**src/design/dual_wiper_pot_angle_decoder_unit_defines.svh**
```systemverilog
// Assertion helpers shared by the decoder sources.
// Both expect clk and rst_n in the enclosing scope.
`ifndef DUAL_WIPER_POT_ANGLE_DECODER_UNIT_DEFINES_SVH
`define DUAL_WIPER_POT_ANGLE_DECODER_UNIT_DEFINES_SVH

// Same-cycle implication.
`define DWPAD_ASSERT_IMP(lbl, ante, cons, msg) \
  lbl: assert property (@(posedge clk) disable iff (!rst_n) (ante) |-> (cons)) \
    else $error(msg);

// Next-cycle implication.
`define DWPAD_ASSERT_NXT(lbl, ante, cons, msg) \
  lbl: assert property (@(posedge clk) disable iff (!rst_n) (ante) |=> (cons)) \
    else $error(msg);

`endif

```
**src/design/dwpad_pkg.sv**
```systemverilog
`default_nettype none

package dwpad_pkg;

  localparam int ADC_BITS_DEF   = 12;
  localparam int ANGLE_BITS_DEF = 16;

  // degrees in one turn, used by the window test
  localparam int DEG_TURN       = 360;

  localparam logic [7:0] DEAD_BAND_RST = 8'd30;

  // configuration register indexes
  localparam int CFG_IDX_W = 2;
  localparam logic [CFG_IDX_W-1:0] REG_MIN_CODE  = 2'd0;
  localparam logic [CFG_IDX_W-1:0] REG_MAX_CODE  = 2'd1;
  localparam logic [CFG_IDX_W-1:0] REG_DEAD_BAND = 2'd2;

  typedef enum logic [1:0] {
    SUB_NONE     = 2'd0,
    SUB_B_FROM_A = 2'd1,
    SUB_A_FROM_B = 2'd2
  } sub_t;

  // sideband that travels down the pipeline beside the arithmetic
  typedef struct packed {
    logic vld;
    logic rng_err;
    sub_t sub;
  } pipe_tag_t;

endpackage

`default_nettype wire

```
**src/design/dual_wiper_pot_angle_decoder_unit.sv**
```systemverilog
// Dual-wiper continuous potentiometer angle decoder. Each input transaction
// carries one pair of wiper ADC codes; each output transaction carries the
// shaft angle as a fraction of a turn (2^ANGLE_BITS = 360 degrees, rounded to
// nearest, ties up, wrapped modulo one turn), the substitution code and the
// range error flag. One transaction is taken every cycle while the skid buffer
// stays empty. Most of the pipeline is the chain of one-bit restoring stages
// that reduce the sum modulo 4R and then divide by 4R. A two-entry output
// register and skid buffer decouple the sides, so in_tready only drops once
// both hold a result. min_code, max_code and dead_band_degrees are to be
// written through the cfg port only while no transaction is in flight; the
// block itself does not enforce this. With max_code not above min_code every
// result reports range_error with a zero angle.
`default_nettype none

`include "dual_wiper_pot_angle_decoder_unit_defines.svh"

module dual_wiper_pot_angle_decoder_unit #(
  parameter int ADC_BITS   = dwpad_pkg::ADC_BITS_DEF,
  parameter int ANGLE_BITS = dwpad_pkg::ANGLE_BITS_DEF
) (
  input  logic                                  clk,
  input  logic                                  rst_n,
  // input stream
  input  logic                                  in_tvalid,
  output logic                                  in_tready,
  // [ADC_BITS-1:0] wiper_a_code, [2*ADC_BITS-1:ADC_BITS] wiper_b_code, zero pad
  input  logic [((2*ADC_BITS+7)/8)*8-1:0]       in_tdata,
  // result stream
  output logic                                  out_tvalid,
  input  logic                                  out_tready,
  // [ANGLE_BITS-1:0] angle_turn, zero pad
  output logic [((ANGLE_BITS+7)/8)*8-1:0]       out_tdata,
  // [1:0] substitution, [2] range_error
  output logic [2:0]                            out_tuser,
  // configuration writes
  input  logic                                  cfg_we,
  input  logic [dwpad_pkg::CFG_IDX_W-1:0]       cfg_index,
  input  logic [(ADC_BITS > 8 ? ADC_BITS : 8)-1:0] cfg_wdata
);
  import dwpad_pkg::*;

  localparam int A     = ADC_BITS;
  localparam int OUT_W = ((ANGLE_BITS + 7) / 8) * 8;

  // ---- configuration registers ---------------------------------------------
  logic [A-1:0] min_code_r, max_code_r;
  logic [7:0]   dead_band_r;

  always_ff @(posedge clk) begin
    if (!rst_n) begin
      min_code_r  <= '0;
      max_code_r  <= '1;
      dead_band_r <= DEAD_BAND_RST;
    end else if (cfg_we) begin
      case (cfg_index)
        REG_MIN_CODE:  min_code_r  <= cfg_wdata[A-1:0];
        REG_MAX_CODE:  max_code_r  <= cfg_wdata[A-1:0];
        REG_DEAD_BAND: dead_band_r <= cfg_wdata[7:0];
        default: ;
      endcase
    end
  end

  // Span R and the turn divisor 4R; only meaningful when max > min, the
  // range error flag masks the result otherwise.
  logic [A-1:0] rng;
  logic [A+1:0] q_turn;

  assign rng    = max_code_r - min_code_r;
  assign q_turn = {rng, 2'b00};

  // ---- pipeline ------------------------------------------------------------
  logic out_vld_r, out_vld_nxt, skid_vld_r, skid_vld_nxt;

  // Whole pipeline advances unless the skid stage is occupied.
  logic en;
  assign en        = !skid_vld_r;
  assign in_tready = en;

  pipe_tag_t    fr_tag;
  logic         fr_neg;
  logic [A+2:0] fr_mag;

  dwpad_front #(
    .ADC_BITS (ADC_BITS)
  ) u_front (
    .clk       (clk),
    .rst_n     (rst_n),
    .en        (en),
    .in_vld    (in_tvalid),
    .a_code    (in_tdata[A-1:0]),
    .b_code    (in_tdata[2*A-1:A]),
    .min_code  (min_code_r),
    .max_code  (max_code_r),
    .rng       (rng),
    .dead_band (dead_band_r),
    .tag_o     (fr_tag),
    .s_neg_o   (fr_neg),
    .s_mag_o   (fr_mag)
  );

  pipe_tag_t             res_tag;
  logic [ANGLE_BITS-1:0] res_angle;

  dwpad_divider #(
    .ADC_BITS   (ADC_BITS),
    .ANGLE_BITS (ANGLE_BITS)
  ) u_divider (
    .clk     (clk),
    .rst_n   (rst_n),
    .en      (en),
    .tag_i   (fr_tag),
    .s_neg_i (fr_neg),
    .s_mag_i (fr_mag),
    .q_i     (q_turn),
    .tag_o   (res_tag),
    .angle_o (res_angle)
  );

  // ---- output register and skid buffer -------------------------------------
  typedef struct packed {
    logic [ANGLE_BITS-1:0] angle;
    logic                  err;
    sub_t                  sub;
  } res_t;

  res_t res_pay;
  assign res_pay = '{angle: res_angle, err: res_tag.rng_err, sub: res_tag.sub};

  res_t out_pay_r, out_pay_nxt, skid_pay_r, skid_pay_nxt;

  always_comb begin
    out_vld_nxt  = out_vld_r;
    out_pay_nxt  = out_pay_r;
    skid_vld_nxt = skid_vld_r;
    skid_pay_nxt = skid_pay_r;
    if (skid_vld_r) begin
      // pipeline frozen; drain skid into the output register
      if (out_tready) begin
        out_pay_nxt  = skid_pay_r;
        skid_vld_nxt = 1'b0;
      end
    end else if (res_tag.vld && (!out_vld_r || out_tready)) begin
      out_pay_nxt = res_pay;
      out_vld_nxt = 1'b1;
    end else if (res_tag.vld) begin
      skid_pay_nxt = res_pay;
      skid_vld_nxt = 1'b1;
    end else if (out_tready) begin
      out_vld_nxt = 1'b0;
    end
  end

  always_ff @(posedge clk) begin
    if (!rst_n) begin
      out_vld_r  <= 1'b0;
      skid_vld_r <= 1'b0;
    end else begin
      out_vld_r  <= out_vld_nxt;
      skid_vld_r <= skid_vld_nxt;
    end
  end

  always_ff @(posedge clk) begin
    out_pay_r  <= out_pay_nxt;
    skid_pay_r <= skid_pay_nxt;
  end

  assign out_tvalid = out_vld_r;
  assign out_tdata  = OUT_W'(out_pay_r.angle);
  assign out_tuser  = {out_pay_r.err, out_pay_r.sub};

  // ---- assertions ----------------------------------------------------------
  `DWPAD_ASSERT_IMP(a_skid_behind_out, skid_vld_r, out_vld_r, "skid full with output empty")
  `DWPAD_ASSERT_NXT(a_skid_holds, skid_vld_r && !out_tready, skid_vld_r && $stable(skid_pay_r), "skid transaction lost")
  `DWPAD_ASSERT_NXT(a_frozen_result_kept, res_tag.vld && !en, res_tag.vld, "stalled pipeline dropped a transaction")
  `DWPAD_ASSERT_IMP(a_err_zero_angle, out_vld_r && out_pay_r.err, (out_pay_r.angle == '0) && (out_pay_r.sub == SUB_NONE), "range error with non-zero result")

endmodule

`default_nettype wire

```
**src/design/dwpad_front.sv**
```systemverilog
`default_nettype none

// Window test, wiper rebuild and summed code; three register stages.
module dwpad_front #(
  parameter int ADC_BITS = dwpad_pkg::ADC_BITS_DEF
) (
  input  logic                     clk,
  input  logic                     rst_n,
  input  logic                     en,
  input  logic                     in_vld,
  input  logic [ADC_BITS-1:0]      a_code,
  input  logic [ADC_BITS-1:0]      b_code,
  input  logic [ADC_BITS-1:0]      min_code,
  input  logic [ADC_BITS-1:0]      max_code,
  input  logic [ADC_BITS-1:0]      rng,
  input  logic [7:0]               dead_band,
  output dwpad_pkg::pipe_tag_t     tag_o,
  output logic                     s_neg_o,
  output logic [ADC_BITS+2:0]      s_mag_o
);
  import dwpad_pkg::*;

  localparam int A  = ADC_BITS;
  localparam int PW = A + 10;   // product width of the window compare
  localparam int SW = A + 4;    // signed width of the summed code

  // ---- stage 1: offsets from mid-scale -------------------------------------
  logic [A:0]          centre;
  logic signed [A+1:0] off_a, off_b;
  logic signed [A+1:0] neg_a, neg_b;
  logic                rng_err;

  assign centre  = {1'b0, min_code} + {1'b0, max_code};
  assign rng_err = (max_code <= min_code);
  assign off_a   = $signed({1'b0, a_code, 1'b0}) - $signed({1'b0, centre});
  assign off_b   = $signed({1'b0, b_code, 1'b0}) - $signed({1'b0, centre});
  assign neg_a   = -off_a;
  assign neg_b   = -off_b;

  logic          vld1_r, err1_r;
  logic [A-1:0]  a1_r, b1_r;
  logic [A:0]    abs_a1_r, abs_b1_r;
  logic          blw_a1_r, blw_b1_r;

  always_ff @(posedge clk) begin
    if (!rst_n) begin
      vld1_r <= 1'b0;
    end else if (en) begin
      vld1_r <= in_vld;
    end
  end

  always_ff @(posedge clk) begin
    if (en) begin
      err1_r   <= rng_err;
      a1_r     <= a_code;
      b1_r     <= b_code;
      abs_a1_r <= off_a[A+1] ? neg_a[A:0] : off_a[A:0];
      abs_b1_r <= off_b[A+1] ? neg_b[A:0] : off_b[A:0];
      blw_a1_r <= off_a[A+1];
      blw_b1_r <= off_b[A+1];
    end
  end

  // ---- stage 2: strict window test, 360*|off| < d*R ------------------------
  logic [PW-1:0] prod_a, prod_b, lim;

  assign prod_a = PW'(abs_a1_r) * PW'(DEG_TURN);
  assign prod_b = PW'(abs_b1_r) * PW'(DEG_TURN);
  assign lim    = PW'(dead_band) * PW'(rng);

  logic          vld2_r, err2_r;
  logic [A-1:0]  a2_r, b2_r;
  logic          blw_a2_r, blw_b2_r, win_a2_r, win_b2_r;

  always_ff @(posedge clk) begin
    if (!rst_n) begin
      vld2_r <= 1'b0;
    end else if (en) begin
      vld2_r <= vld1_r;
    end
  end

  always_ff @(posedge clk) begin
    if (en) begin
      err2_r   <= err1_r;
      a2_r     <= a1_r;
      b2_r     <= b1_r;
      blw_a2_r <= blw_a1_r;
      blw_b2_r <= blw_b1_r;
      win_a2_r <= (prod_a < lim);
      win_b2_r <= (prod_b < lim);
    end
  end

  // ---- stage 3: rebuild, then S = 2a + 2b -/+ R - 4*min --------------------
  logic signed [SW-1:0] wa, wb, rs, lo4, s_sum, s_inv;
  sub_t                 sub;

  always_comb begin
    wa  = $signed(SW'({a2_r, 1'b0}));
    wb  = $signed(SW'({b2_r, 1'b0}));
    rs  = $signed(SW'(rng));
    lo4 = $signed(SW'({min_code, 2'b00}));
    sub = SUB_NONE;
    if (err2_r) begin
      sub = SUB_NONE;
    end else if (win_a2_r) begin
      wb  = blw_a2_r ? wa + rs : wa - rs;
      sub = SUB_B_FROM_A;
    end else if (win_b2_r) begin
      wa  = blw_b2_r ? wb + rs : wb - rs;
      sub = SUB_A_FROM_B;
    end
    if (wb > wa) begin
      s_sum = wa + wb - rs - lo4;
    end else begin
      s_sum = wa + wb + rs - lo4;
    end
    s_inv = -s_sum;
  end

  pipe_tag_t      tag3_r;
  logic           neg3_r;
  logic [A+2:0]   mag3_r;

  always_ff @(posedge clk) begin
    if (!rst_n) begin
      tag3_r <= '0;
    end else if (en) begin
      tag3_r <= '{vld: vld2_r, rng_err: err2_r, sub: sub};
    end
  end

  always_ff @(posedge clk) begin
    if (en) begin
      neg3_r <= s_sum[SW-1];
      mag3_r <= s_sum[SW-1] ? s_inv[A+2:0] : s_sum[A+2:0];
    end
  end

  assign tag_o   = tag3_r;
  assign s_neg_o = neg3_r;
  assign s_mag_o = mag3_r;

endmodule

`default_nettype wire

```
**src/design/dwpad_divider.sv**
```systemverilog
`default_nettype none

// Pipelined reduction of S modulo 4R, then long division of the turn fraction.
// One restoring step per stage in both the modulo and the division chains.
module dwpad_divider #(
  parameter int ADC_BITS   = dwpad_pkg::ADC_BITS_DEF,
  parameter int ANGLE_BITS = dwpad_pkg::ANGLE_BITS_DEF
) (
  input  logic                   clk,
  input  logic                   rst_n,
  input  logic                   en,
  input  dwpad_pkg::pipe_tag_t   tag_i,
  input  logic                   s_neg_i,
  input  logic [ADC_BITS+2:0]    s_mag_i,
  input  logic [ADC_BITS+1:0]    q_i,
  output dwpad_pkg::pipe_tag_t   tag_o,
  output logic [ANGLE_BITS-1:0]  angle_o
);
  import dwpad_pkg::*;

  localparam int A  = ADC_BITS;
  localparam int MS = A + 2;          // modulo steps, shifts A+1 down to 0
  localparam int MW = 2 * A + 3;      // width of the shifted divisor
  localparam int DS = ANGLE_BITS + 1; // quotient bits, one spare for rounding

  // ---- modulo stages -------------------------------------------------------
  pipe_tag_t    mtag_r [MS];
  logic         mneg_r [MS];
  logic [A+2:0] mrem_r [MS];

  for (genvar i = 0; i < MS; i++) begin : g_mod
    localparam int K = MS - 1 - i;
    pipe_tag_t    tag_src;
    logic         neg_src;
    logic [A+2:0] rem_src;
    logic [MW-1:0] dvs;
    logic         take;

    if (i == 0) begin : g_first
      assign tag_src = tag_i;
      assign neg_src = s_neg_i;
      assign rem_src = s_mag_i;
    end else begin : g_next
      assign tag_src = mtag_r[i-1];
      assign neg_src = mneg_r[i-1];
      assign rem_src = mrem_r[i-1];
    end

    assign dvs  = MW'(q_i) << K;
    assign take = (MW'(rem_src) >= dvs);

    always_ff @(posedge clk) begin
      if (!rst_n) begin
        mtag_r[i] <= '0;
      end else if (en) begin
        mtag_r[i] <= tag_src;
      end
    end

    always_ff @(posedge clk) begin
      if (en) begin
        mneg_r[i] <= neg_src;
        mrem_r[i] <= take ? rem_src - dvs[A+2:0] : rem_src;
      end
    end
  end

  // ---- fold a negative sum back into [0, 4R) -------------------------------
  logic [A+1:0] mod_last;
  pipe_tag_t    ftag_r;
  logic [A+1:0] frac_r;

  assign mod_last = mrem_r[MS-1][A+1:0];

  always_ff @(posedge clk) begin
    if (!rst_n) begin
      ftag_r <= '0;
    end else if (en) begin
      ftag_r <= mtag_r[MS-1];
    end
  end

  always_ff @(posedge clk) begin
    if (en) begin
      frac_r <= (mneg_r[MS-1] && (mod_last != '0)) ? q_i - mod_last : mod_last;
    end
  end

  // ---- long division, frac * 2^(ANGLE_BITS+1) / 4R -------------------------
  pipe_tag_t     dtag_r [DS];
  logic [A+1:0]  drem_r [DS];
  logic [DS-1:0] dquo_r [DS];

  for (genvar j = 0; j < DS; j++) begin : g_div
    pipe_tag_t     tag_src;
    logic [A+1:0]  rem_src;
    logic [DS-1:0] quo_src;
    logic [A+2:0]  rem2, rem_sub;
    logic          ge;

    if (j == 0) begin : g_first
      assign tag_src = ftag_r;
      assign rem_src = frac_r;
      assign quo_src = '0;
    end else begin : g_next
      assign tag_src = dtag_r[j-1];
      assign rem_src = drem_r[j-1];
      assign quo_src = dquo_r[j-1];
    end

    assign rem2    = {rem_src, 1'b0};
    assign ge      = (rem2 >= {1'b0, q_i});
    assign rem_sub = rem2 - {1'b0, q_i};

    always_ff @(posedge clk) begin
      if (!rst_n) begin
        dtag_r[j] <= '0;
      end else if (en) begin
        dtag_r[j] <= tag_src;
      end
    end

    always_ff @(posedge clk) begin
      if (en) begin
        drem_r[j] <= ge ? rem_sub[A+1:0] : rem2[A+1:0];
        dquo_r[j] <= {quo_src[DS-2:0], ge};
      end
    end
  end

  // ---- round half up, wrap a full turn to zero -----------------------------
  logic [DS:0]           quo_inc;
  pipe_tag_t             otag_r;
  logic [ANGLE_BITS-1:0] angle_r;

  assign quo_inc = (DS + 1)'(dquo_r[DS-1]) + (DS + 1)'(1);

  always_ff @(posedge clk) begin
    if (!rst_n) begin
      otag_r <= '0;
    end else if (en) begin
      otag_r <= dtag_r[DS-1];
    end
  end

  always_ff @(posedge clk) begin
    if (en) begin
      angle_r <= dtag_r[DS-1].rng_err ? '0 : quo_inc[ANGLE_BITS:1];
    end
  end

  assign tag_o   = otag_r;
  assign angle_o = angle_r;

endmodule

`default_nettype wire
```
**config.mk**
```make
export PLATFORM = sky130hd
export DESIGN_NAME = dual_wiper_pot_angle_decoder_unit
export DESIGN_NICKNAME = d
export VERILOG_FILES = /design/src/design/dwpad_pkg.sv /design/src/design/dual_wiper_pot_angle_decoder_unit.sv /design/src/design/dwpad_front.sv /design/src/design/dwpad_divider.sv
export VERILOG_INCLUDE_DIRS = /design/src /design/src/design
export SDC_FILE = /design/constraint.sdc
export NUM_CORES = 2
export LEC_CHECK = 0
export BUFFER_PORTS_ARGS = -buffer_cell sky130_fd_sc_hd__buf_2
export CORE_ASPECT_RATIO = 2
export CORE_MARGIN = 8
export CORE_UTILIZATION = 50
export CTS_CLUSTER_SIZE = 16
export DETAILED_ROUTE_END_ITERATION = 16
export PLACE_DENSITY = 0.76
export SLEW_MARGIN = 20
export SYNTH_ARGS = -nofsm -noshare
export SYNTH_HDL_FRONTEND = slang
export SYNTH_SLANG_ARGS = --single-unit
```
**constraint.sdc**
```tcl
create_clock -name clk -period 24 [get_ports clk]
set_clock_uncertainty 0.2 [all_clocks]
set_input_delay 2.4 -clock clk [delete_from_list [all_inputs] [get_ports clk]]
set_output_delay 2.4 -clock clk [all_outputs]
set_load 0.05 [all_outputs]
```
==> metrics.md <==
| Metric | Value |
|---|---|
| Area Growth Syn to Fin | `8.29%` |
| Die footprint | `between 100000 and 150000 um^2` |
| Final Slew Violations | `0` |
| Synthesis Warnings | `0` |
| Critical Path RT | `roughly 24000 ps` |
| # rows | `180` |
| Worst path arrival time | `10390 ps` |
| Mapped Nets | `6183` |
| Worst Hold Class | `reg2reg` |
| Nets | `6213` |
| Hold-fix buffers, CTS | `0` |
| Sink Count | `906` |
| Antenna violation net count after detailed routing | `0` |
| Top cell by count, worst path | `fa_1` |
| Worst r2r path cells | `30` |
| Critical path's slowest cell | `inv_2` |
| Hold_sp | `u_divider.dquo_r[0][142]$_DFFE_PN_` |
| Critical path launch point type | `register` |
| Synthesized instance count | `5480` |
| Post-Syn Area per Cell | `about 11 um^2` |
| Worst Path Class, Setup | `reg2reg` |
| All-Layer GR Usage | `between 20 and 25%` |
| Cell accounting for the most synthesized area | `edfxtp_1` |
| Hold endpoint | `u_divider.dquo_r[0][160]$_DFFE_PN_` |
| Post-synth ARST share | `0%` |
| EDFF count, synth | `between 800 and 900` |
| CTS buffer count | `84` |
| First-pass GRT wire length | `~230000 um` |
| CTS tree | `built` |
| Status | `finished, final reports clean` |
| Worst reg2reg setup slack | `13880 ps` |
| Worst-path maximum fanout | `34` |
| Worst setup EP type | `register` |
| Largest net degree at the start of global routing | `between 150 and 200` |
| Post-synth top area share | `a little over two fifths` |
| PortBufs | `63` |
| Post-CTS Setup Inserts | `0` |
| CTS resizes | `0` |
| Worst reg2reg startpoint | `min_code_r[0]$_SDFFE_PN0P_` |
| GP Congestion | `around 0.94` |
| GR Overflow Total | `0` |
| Max-Cap Viols | `0` |
| Skew-Pair Late Insertion Delay | `slightly above 700 ps` |
| Final Hold Vio Count | `0` |
| Die X | `between 200 and 300 um` |
| Hold depth | `0` |
| Drt drc | `0` |
| Tightest Pin Transition | `1100 ps` |
| Via Count | `about 42000` |
| Max_slew headroom | `a little over a quarter` |
| Placeable Area | `120000 um^2` |
| Routed len/inst | `~21 um` |
| WL final | `between 100000 and 150000 um` |
| Crit share post-route | `42.2%` |
| Synth unique cells | `100` |
| Die H | `506 um` |
| Root buf cell | `clkbuf_16` |
| Dpl ws | `13890 ps` |
| Sequential element share of the synthesized area | `about 45%` |
| Max Buffers Root-to-Sink | `3` |
| Worst setup margin | `approximately 14000 ps` |
| Drt pass-1 iters | `6` |
| Mapped Area | `roughly 60000 um^2` |
| R2R Path End | `u_front.win_b2_r$_DFFE_PN_` |
| Final Critical Period | `about 10000 ps` |
| Clock-pin slew on the worst setup and hold paths | `~70 ps` |
| Slowest stage delay, CP | `790 ps` |
| Post-synth top flop | `edfxtp_1` |
| H-tree levels | `3` |
| Flops & latches, synth | `906` |
| Initial Utilization | `50.2%` |
| Initial antenna violation count | `7` |
| Initial DRC count | `roughly 3700` |
| RSZ-0062 raised after global routing | `false` |
| Max frequency | `around 99 MHz` |
| Final setup TNS | `0 ps` |
| Ports | `64` |
| HPWL after DPL | `about 110000 um` |
| Detailed-route vias per instance | `about 5.9` |
| Top cells by area, synth | `edfxtp_1 43%, ha_1 11%, xnor2_1 6.8%` |
| Setup-failing EPs final | `0` |
| Vias in the first global route | `42300` |
| Layout cells sized above 1 | `8.01%` |
## metal layers
| metal | share of wire (%) | global-route usage, % |
|---|---|---|
| met5 | 0.015 | 0 |
| met4 | 4.7 | 10.4 |
| met3 | 6.5 | 3.40 |
| met2 | 48 | 37.1 |
| met1 | 41 | 28.3 |
## synth_stat cells (23+ instances only)
| master | n |
|---|---|
| maj3_2 | 57 |
| nand2b_1 | 52 |
| a21o_1 | 109 |
| a21oi_1 | 269 |
| and3_1 | 51 |
| nor3_1 | 67 |
| a21boi_0 | 27 |
| o21bai_1 | 48 |
| nand3_1 | 71 |
| nor2_1 | 311 |
| nor2b_1 | 67 |
| mux2_2 | 47 |
| clkbuf_1 | 92 |
| xor2_1 | 92 |
| xnor2_1 | 466 |
| fa_1 | 148 |
| o21ai_0 | 208 |
| nand4_1 | 65 |
| maj3_1 | 91 |
| inv_1 | 410 |
| nand2_1 | 501 |
| buf_2 | 52 |
| o31ai_1 | 25 |
| dfxtp_1 | 48 |
| o211ai_1 | 24 |
| a2111oi_0 | 37 |
| a211oi_1 | 31 |
| and2_1 | 161 |
| o21a_1 | 30 |
| nor4_1 | 39 |
| edfxtp_1 | 858 |
| mux2i_1 | 45 |
| ha_1 | 512 |
| a221oi_1 | 23 |
## logic make-up after synthesis
group                    after synthesis  share of synthesized area, %
multiplexers                          93                          1.65
buffers and inverters                597                          3.96
XOR/XNOR                             558                          8.15
AO/OA/AOI/OAI                       1003                          11.0
adder cells (fa/ha/maj)              808                          18.2
flip-flops                           906                          44.6
AND/OR/NAND/NOR                     1515                          12.5
## cell usage in the layout (no fill, tap or decap), drive strengths merged, types with 116 or more instances in the layout
master	n
fa	148
nor2	322
edfxtp	858
inv	424
a21oi	270
ha	512
buf	116
and2	161
nand2	501
o21ai	224
maj3	148
xnor2	466
## registers in the layout, indices dropped and copies added, names as in the netlist, 15 cells and up
register,count
u_divider.dquo_r,153
skid_pay_r,19
u_divider.mrem_r,209
u_divider.mtag_r,56
u_divider.angle_o,16
u_divider.dtag_r,68
out_tdata,16
u_front.s_mag_o,15
u_divider.drem_r,193
## worst max-delay path, delay by kind of cell, from the launching register on
| family | cells | cell delay, ps |
|---|---|---|
| xor+xnor | 1 | 190 |
| buf+inv | 5 | 1490 |
| simple gates | 7 | 2080 |
| flops | 1 | 510 |
| fa+ha+maj | 8 | 3280 |
| compound gates | 9 | 2150 |
## how the worst max path moves through the flow
stage	start	to	slack, ps	depth (start not counted)
final	min_code_r[0]$_SDFFE_PN0P_	u_front.win_b2_r$_DFFE_PN_	13880	30
after global routing	min_code_r[1]$_SDFFE_PN0P_	u_front.win_b2_r$_DFFE_PN_	13420	29
after CTS	min_code_r[0]$_SDFFE_PN0P_	u_front.s_mag_o[4]$_DFFE_PN_	13820	30
after detailed placement	min_code_r[0]$_SDFFE_PN0P_	u_front.s_mag_o[4]$_DFFE_PN_	13890	30
after global placement	min_code_r[0]$_SDFFE_PN0P_	u_front.s_mag_o[6]$_DFFE_PN_	14250	30
after floorplan	skid_vld_r$_SDFF_PN0_	skid_pay_r[0]$_DFFE_PP_	6570	3
## through the flow
step / hold WS (ps) / instances / util, % / cell area, um^2
global route: 200 / 7130 / 54.3 / 64900
CTS: 190 / 7128 / 54.3 / 64900
floorplan: 200 / 5480 / - / 60000
detailed placement: 205 / 6970 / 51.8 / 61900
finish: 202 / 7131 / 54.3 / 64900
global placement: 200 / 6970 / 51.8 / 61900
## layout make-up
type,instances,area [um^2]
antenna,2,5.00
clock buffer,112,2320
clock inverter,46,632
fill,9840,54600
inverter,425,1600
multi-input combinational,3977,31000
sequential,906,26700
tap,1547,1940
timing repair buffer,116,749
Power is not shown: default switching activity piles up to over one toggle a cycle in this logic, so the estimate is an artifact.
